**src/zbdt_ram.sv**
```systemverilog
module zbdt_ram #(
  parameter int DATA_W = 8,
  parameter int DEPTH  = 16,
  parameter int AW     = $clog2(DEPTH)
) (
  input  logic              clk,
  input  logic              wr_en,
  input  logic [AW-1:0]     wr_addr,
  input  logic [DATA_W-1:0] wr_data,
  input  logic [AW-1:0]     rd_addr,
  output logic [DATA_W-1:0] rd_data
);

  logic [DATA_W-1:0] mem_r [DEPTH];
  logic [DATA_W-1:0] rd_data_r;

  always_ff @(posedge clk) begin
    if (wr_en) begin
      mem_r[wr_addr] <= wr_data;
    end
    rd_data_r <= mem_r[rd_addr];
  end

  assign rd_data = rd_data_r;

endmodule

```
**config.mk**
```make
export PLATFORM = sky130hd
export DESIGN_NAME = zbdt_ram
export DESIGN_NICKNAME = d
export VERILOG_FILES = /design/src/zbdt_ram.sv
export SDC_FILE = /design/constraint.sdc
export NUM_CORES = 1
export LEC_CHECK = 0
export BUFFER_PORTS_ARGS = -buffer_cell sky130_fd_sc_hd__buf_2
export CELL_PAD_IN_SITES_DETAIL_PLACEMENT = 1
export CELL_PAD_IN_SITES_GLOBAL_PLACEMENT = 2
export CORE_AREA = 2 2 92 117
export DETAILED_ROUTE_END_ITERATION = 12
export DIE_AREA = 0 0 94 119
export HOLD_SLACK_MARGIN = 0.1
export PLACE_DENSITY = 0.88
export SYNTH_ARGS = -nofsm -noshare
export SYNTH_HDL_FRONTEND = slang
export SYNTH_SLANG_ARGS = --single-unit
```
**constraint.sdc**
```tcl
create_clock -name clk -period 4 [get_ports clk]
set_clock_uncertainty 0.1 [all_clocks]
set_input_delay 0.2 -clock clk [delete_from_list [all_inputs] [get_ports clk]]
set_output_delay 0.2 -clock clk [all_outputs]
set_load 0.02 [all_outputs]
```
==> flow_summary.yaml, run 1 <==
status:
  status: "complete, no violations"
global_route:
  grt-ovfl-total: 0
  track_usage: 0.219
  grt_pass1_wl_mm: 16.8
  grt_max_degree: 33
  antenna_found_initial: 0
  grt_pass1_vias: 2706
sta:
  setup_viol: 0
  finalSetupTns_ns: 0
  rsz0062_at_grt: "no"
  whs_ns: 0.133
  hold_violations: 0
  min_period_ns: 1.98
  timing.final.crit_share: 0.496
  worstMarginPinSlew_ns: 1.08
  finalMaxSlewViolations: 0
  fmax_mhz: 504
  max-slew-margin-rel: 0.277
yosys:
  yosysMostFrequentCell: "edfxtp_1"
  synth.distinct_cells: 19
  synth-edff-count: 128
  synth_common_cells: "edfxtp_1, mux4_2, a22oi_1, mux4_1, nor2_1"
  syn_inst: 229
  synthArstFlopShare: 0
  synth-seq-cells: 136
  syn_avg_cell_area_um2: 22.5
  syn_area_um2: 5150
  synth.yosys.warnings: 0
  synthDominantCellAreaShare: 0.747
  ys_top_cells_by_area: "edfxtp_1, mux4_2, mux4_1, dfxtp_1, a22oi_1"
  syn_nets: 247
  ys_seq_area_frac: 0.778
  synth_largest_area_cell: "edfxtp_1"
  synth_ff_type: "edfxtp_1"
cts:
  clockRootBuffer: "clkbuf_16"
  cts_htree_levels: 4
  tritoncts: "built"
  clkSlewWorstSetupHoldPaths_ns: 0.06
  cts_sinks: 136
  clk_latency_ns: 0.42
  cts_made_buffers: 17
  cts_setup_buffers: 0
  clockBufferDepth: 2
critical_path:
  slowest_delay_ns: 0.79
  worstPathArrival_ns: 2.18
  cp-end-kind: "flop"
  cp-start-kind: "primary input"
  crit_type: "in -> reg"
  critPathMaxFanout: 32
  worstPathRequired_ns: 4.19
  crit_slowest_cell: "buf_2"
  crit_path_cell_trace: "buf_2 > mux4_1 > a22oi_1 > nand2_1"
power_and_ir_drop:
  p_switching_mw: 0.665
  clkPwrFrac: 0.497
  combPwrFrac: 0.045
  seqPwrFrac: 0.458
  power.density_nw_per_um2: 574
  internal_power_mw: 2.84
  switching_share: 0.190
  p_leak_nw: 2.06
  ir_drop_mv: 0.342
place:
  gp_congestion: 0.768
  io_buffers: 25
  dp_hpwl_mm: 6.77
floorplan:
  die_area_um2: 11200
  pin_count: 26
  initial_core_util: 0.502
  core_um2: 10200
  die_h_um: 119
  num_rows: 42
  die_x_um: 94
layout:
  syn_to_final_growth_pct: 18.7
  nNetsFinal: 290
  drive_gt1_frac: 0.270
  diodes: 0
min_path:
  worstHoldPathType: "in -> reg"
routing:
  ant_nets: 0
  vias: 2468
  drtIter0Drc: 261
  drt_wl_total_mm: 11.1
  drc: 0
  wl_per_cell_um: 26.5
  routed_via_density: 5.92
  firstDrtPassIters: 4
run:
  cap_violations: 0
==> kinds of logic (layout without fill, tap and decap cells) <==
family | count (synthesis) | count (layout) | share of synthesized area
AOI/OAI and AO/OA | 16 | 16 | 0.0233
buffers and inverters | 10 | 66 | 0.0168
DFF | 136 | 136 | 0.778
muxes | 32 | 32 | 0.150
and+or+nand+nor | 35 | 35 | 0.0318
==> cells in the final DEF (no fill, tap or decap) <==
cell type and count:
buf_4 2, clkinv_2 2, mux4_1 14, dfxtp_1 8
clkbuf_16 17, nor3_1 2, a22oi_1 16, clkinv_1 1
edfxtp_1 128, clkbuf_1 2, mux4_2 18, clkbuf_8 5
nand3b_1 2, or3b_2 1, nand2_1 9, and2b_1 1
nand2b_1 2, nor2b_1 1, nand3_1 1, and2_1 1
nor3_2 2, nor2_1 13, bufinv_16 5, dlygate4sd3_1 7
buf_2 25
==> power groups by stage <==
stage / clock (mW) / combinational (mW) / sequential (mW)
detailed placement: 0 / 0.151 / 1.63
finish: 1.74 / 0.158 / 1.61
CTS: 1.75 / 0.159 / 1.61
floorplan: 0 / 0.0809 / 1.64
global placement: 0 / 0.145 / 1.63
global route: 1.80 / 0.170 / 1.61
==> worst max-delay path: cells and delay by family <==
kind / cells / cell delay [ns]
AO/OA/AOI/OAI: 1 / 0.36
buffers and inverters: 1 / 0.79
multiplexers: 1 / 0.69
AND/OR/NAND/NOR: 1 / 0.11
==> through the flow <==
step	power [mW]	area [um^2]	worst slack [ns]	cells	util
2_1_floorplan	1.72	5150	2.21	229	-
3_3_place_gp	1.78	5370	1.61	378	0.524
3_5_place_dp	1.79	5370	1.48	378	0.524
4_1_cts	3.51	6110	1.97	417	0.596
5_1_grt	3.58	6110	1.92	417	0.596
6_report	3.51	6110	2.02	417	0.596
==> final timing paths <==
path / endpoint / cells past startpoint / slack [ns] / startpoint
worst min register to register: rd_data[3] / 3 / 0.58 / mem_r[14][3]
worst min-delay path: mem_r[15][0] / 1 / 0.13 / wr_data[0]
worst max-delay path: rd_data[5] / 4 / 2.02 / rd_addr[0]
worst max register to register: rd_data[5] / 3 / 2.42 / mem_r[1][5]
==> registers in the layout, indices dropped and copies added, names as in the netlist <==
register,count
mem_r,128
rd_data,8
==> per-layer routing <==
layer,share of wire,wire length [um],up-vias,GRT usage
met5,0,0,-,0
met1,0.42,4610,1304,0.296
met4,0.025,278,0,0.0707
met2,0.51,5690,88,0.349
li1,-,-,1057,-
met3,0.044,485,19,0.0614
==> area by class of cell <==
| class | instances | area, um^2 |
|---|---|---|
| clock inverters | 8 | 164 |
| fillers | 863 | 4140 |
| well taps | 132 | 165 |
| multi-input cells | 83 | 1070 |
| flip-flops and latches | 136 | 4000 |
| repair buffers | 34 | 210 |
| clock buffers | 24 | 502 |
==> repair_timing <==
action	CTS	global route
hold endpoints to repair	112	0
endpoints found under the setup margin	0	0
hold buffers	7	0
gates resized for setup	0	0
Note: power is estimated with default switching activity, not from simulation.
==> inputs of run 2 (changes only) <==
==> config.mk (replaced) <==
export PLATFORM = sky130hd
export DESIGN_NAME = zbdt_ram
export DESIGN_NICKNAME = d
export VERILOG_FILES = /design/src/zbdt_ram.sv
export SDC_FILE = /design/constraint.sdc
export NUM_CORES = 1
export LEC_CHECK = 0
export ABC_AREA = 1
export BUFFER_PORTS_ARGS = -buffer_cell sky130_fd_sc_hd__buf_2
export CELL_PAD_IN_SITES_DETAIL_PLACEMENT = 1
export CELL_PAD_IN_SITES_GLOBAL_PLACEMENT = 2
export CORE_AREA = 2 2 111 140
export DETAILED_ROUTE_END_ITERATION = 12
export DIE_AREA = 0 0 113 142
export HOLD_SLACK_MARGIN = 0.1
export PLACE_DENSITY = 0.83
export SYNTH_ARGS = -nofsm -noshare
export SYNTH_HDL_FRONTEND = slang
export SYNTH_SLANG_ARGS = --single-unit
==> constraint.sdc (replaced) <==
create_clock -name clk -period 2.04 [get_ports clk]
set_clock_uncertainty 0.1 [all_clocks]
set_input_delay 0.102 -clock clk [delete_from_list [all_inputs] [get_ports clk]]
set_output_delay 0.102 -clock clk [all_outputs]
set_load 0.02 [all_outputs]
==> run 2 against run 1 <==
Against the previous run: the flow now finishes with violations (design-rule violations); core utilization shrank 13 points; final cell count grew 91%; register-to-register slack lost 1.6 ns; first-iteration DRC count shrank 22%; sequential power grew 96%; power grew 96%; worst hold slack lost 0.020 ns; critical endpoint is now rd_data[1]; largest cell class unchanged.
==> flow_summary.yaml, run 2 <==
status:
  status: "finished, violations left"
  violations: "design-rule violations"
sta:
  timing.final.crit_share: 0.828
  worstMarginPinSlew_ns: 0.670
  max-slew-margin-rel: 0.552
  rsz0062_at_grt: "no"
  setup_viol: 0
  finalSetupTns_ns: 0
  min_period_ns: 1.69
  fmax_mhz: 592
  finalMaxSlewViolations: 0
  hold_violations: 0
routing:
  drc: 1
  wl_per_cell_um: 19.3
  vias: 3915
  firstDrtPassIters: 8
  drtIter0Drc: 203
  ant_nets: 0
  routed_via_density: 4.92
  drt_wl_total_mm: 15.3
power_and_ir_drop:
  power.density_nw_per_um2: 1000
  p_leak_nw: 2.96
  ir_drop_mv: 0.519
yosys:
  synth-compound-area-share: 0
  synthXorXnorAreaFrac: 0
  syn_avg_cell_area_um2: 10.5
  syn_inst: 551
  synth.distinct_cells: 12
  synthArstFlopShare: 0
  synthAdderAreaFrac: 0
  synthDominantCellAreaShare: 0.667
  synth_largest_area_cell: "edfxtp_1"
  syn_nets: 569
  synth-seq-cells: 136
  ys_top_cells_by_area: "edfxtp_1, nand2_1, nand3_1, inv_1, dfxtp_1"
  synth_top_family_by_area: "simple AND/OR/NAND/NOR gates"
  synth_common_cells: "nand2_1, edfxtp_1, inv_1, nand3_1, nor2_1"
  synth.yosys.warnings: 0
  synth_ff_type: "edfxtp_1"
  yosys.area_share.simple: 0.210
  synthMuxAreaShare: 0
  yosysMostFrequentCell: "nand2_1"
  syn_area_um2: 5770
  synth-edff-count: 128
  ys_seq_area_frac: 0.694
critical_path:
  crit_family: "buffers and inverters"
  critPathBufInv: 3
  crit_slowest_cell: "dlygate4sd3_1"
  critical_path.most_common_cell: "nand3_1"
  worstPathArrival_ns: 1.90
  reg2reg_depth: 6
  cp-start-kind: "primary input"
  rrSetupSlack_ns: 0.84
  crit_type: "in -> reg"
  cp-end-kind: "flop"
  critPathMaxFanout: 17
  worstPathRequired_ns: 2.25
  path_depth: 6
  crit_path_cell_trace: "dlygate4sd3_1 > buf_2 > inv_1 > nand3_1 > nand3_1 > nand2_1"
  rr_startpoint: "mem_r[1][0]"
  r2r_end: "rd_data[0]"
  slowest_delay_ns: 0.54
layout:
  largest_register_ffs: 128
  top_register: "mem_r"
  nNetsFinal: 619
  diodes: 0
  syn_to_final_growth_pct: 18.8
  drive_gt1_frac: 0.122
  final_common_cell: "nand2_1"
  layout_common_cells: "nand2_1, edfxtp_1, inv_1"
  postLayoutCellArea_um2: 6850
floorplan:
  die_h_um: 142
  die_area_um2: 16000
  num_rows: 50
  pin_count: 26
  initial_core_util: 0.391
  die_x_um: 113
  core_um2: 14800
cts:
  clkSlewWorstSetupHoldPaths_ns: 0.06
  tritoncts: "built"
  cts_made_buffers: 17
  clockBufferDepth: 2
  cts_htree_levels: 4
  cts_setup_buffers: 0
  cts_resized: 0
  clk_latency_ns: 0.42
  cts_sinks: 136
  clockRootBuffer: "clkbuf_16"
  hold_buffers: 10
global_route:
  grt_pass1_wl_mm: 24.1
  grt_max_degree: 65
  grt-ovfl-total: 0
  grt_pass1_vias: 4224
  track_usage: 0.204
  antenna_found_initial: 0
place:
  gp_congestion: 0.772
  io_buffers: 25
  place_area_um2: 6120
  dp_hpwl_mm: 9.51
min_path:
  min_from: "wr_en"
  worstHoldPathCells: 3
  worstHoldPathType: "in -> reg"
  worstHoldEndpoint: "mem_r[3][7]"
run:
  cap_violations: 0
## run 2: cell type report
cell class              instances  area (um^2)
inverters                     102          383
flip-flops and latches        136         4000
clock inverters                14          205
clock buffers                  18          429
fillers                      1642         7910
repair buffers                 55          388
well taps                     182          228
multi-input cells             289         1210
## run 2: cell families (layout without fill, tap and decap cells)
kind of cell	Yosys count	in the layout
and+or+nand+nor	289	289
DFF	136	136
buffers and inverters	126	189
## run 2: how the worst max path moves through the flow
| stage | slack [ns] | startpoint | end |
|---|---|---|---|
| finish | 0.35 | rd_addr[2] | rd_data[1] |
| global route | 0.29 | rd_addr[2] | rd_data[0] |
| CTS | 0.37 | rd_addr[2] | rd_data[0] |
| detailed placement | 0.51 | rd_addr[2] | rd_data[0] |
| global placement | 0.49 | rd_addr[2] | rd_data[0] |
| floorplan | 0.89 | wr_addr[2] | mem_r[10][0] |
## run 2: through the flow
stage           util  power [mW]  worst slack, ns  cells  hold slack, ns
2_1_floorplan      -        3.44            0.887    551           0.101
3_3_place_gp   0.414        3.61            0.489    754           0.392
3_5_place_dp   0.414        3.62            0.508    754           0.390
4_1_cts        0.464        6.93            0.367    796           0.115
5_1_grt        0.464        7.06            0.292    796           0.158
6_report       0.464        6.87            0.352    796           0.114
## run 2: per-layer routing
metal,GRT usage,vias up,share of wire,wire [um]
li1,-,1869,-,-
met1,0.255,1946,0.42,6510
met2,0.354,78,0.52,7950
met3,0.0349,22,0.034,517
met4,0.0828,0,0.024,371
met5,0,-,0,0
## run 2: report_power, final
part | internal (mW) | leakage (nW) | total [mW] | switching (mW)
Sequential | 3.12 | 1.22 | 3.15 | 0.0234
Clock | 2.15 | 0.295 | 3.30 | 1.14
Combinational | 0.122 | 1.44 | 0.428 | 0.306
## run 2: worst register-to-register path, stage by stage (launching register included)
cell and delay (ns):
edfxtp_1 0.38, inv_1 0.06, nand2_1 0.04, nand3_1 0.10
nand3_1 0.16, nand3_1 0.17, nand2_1 0.07
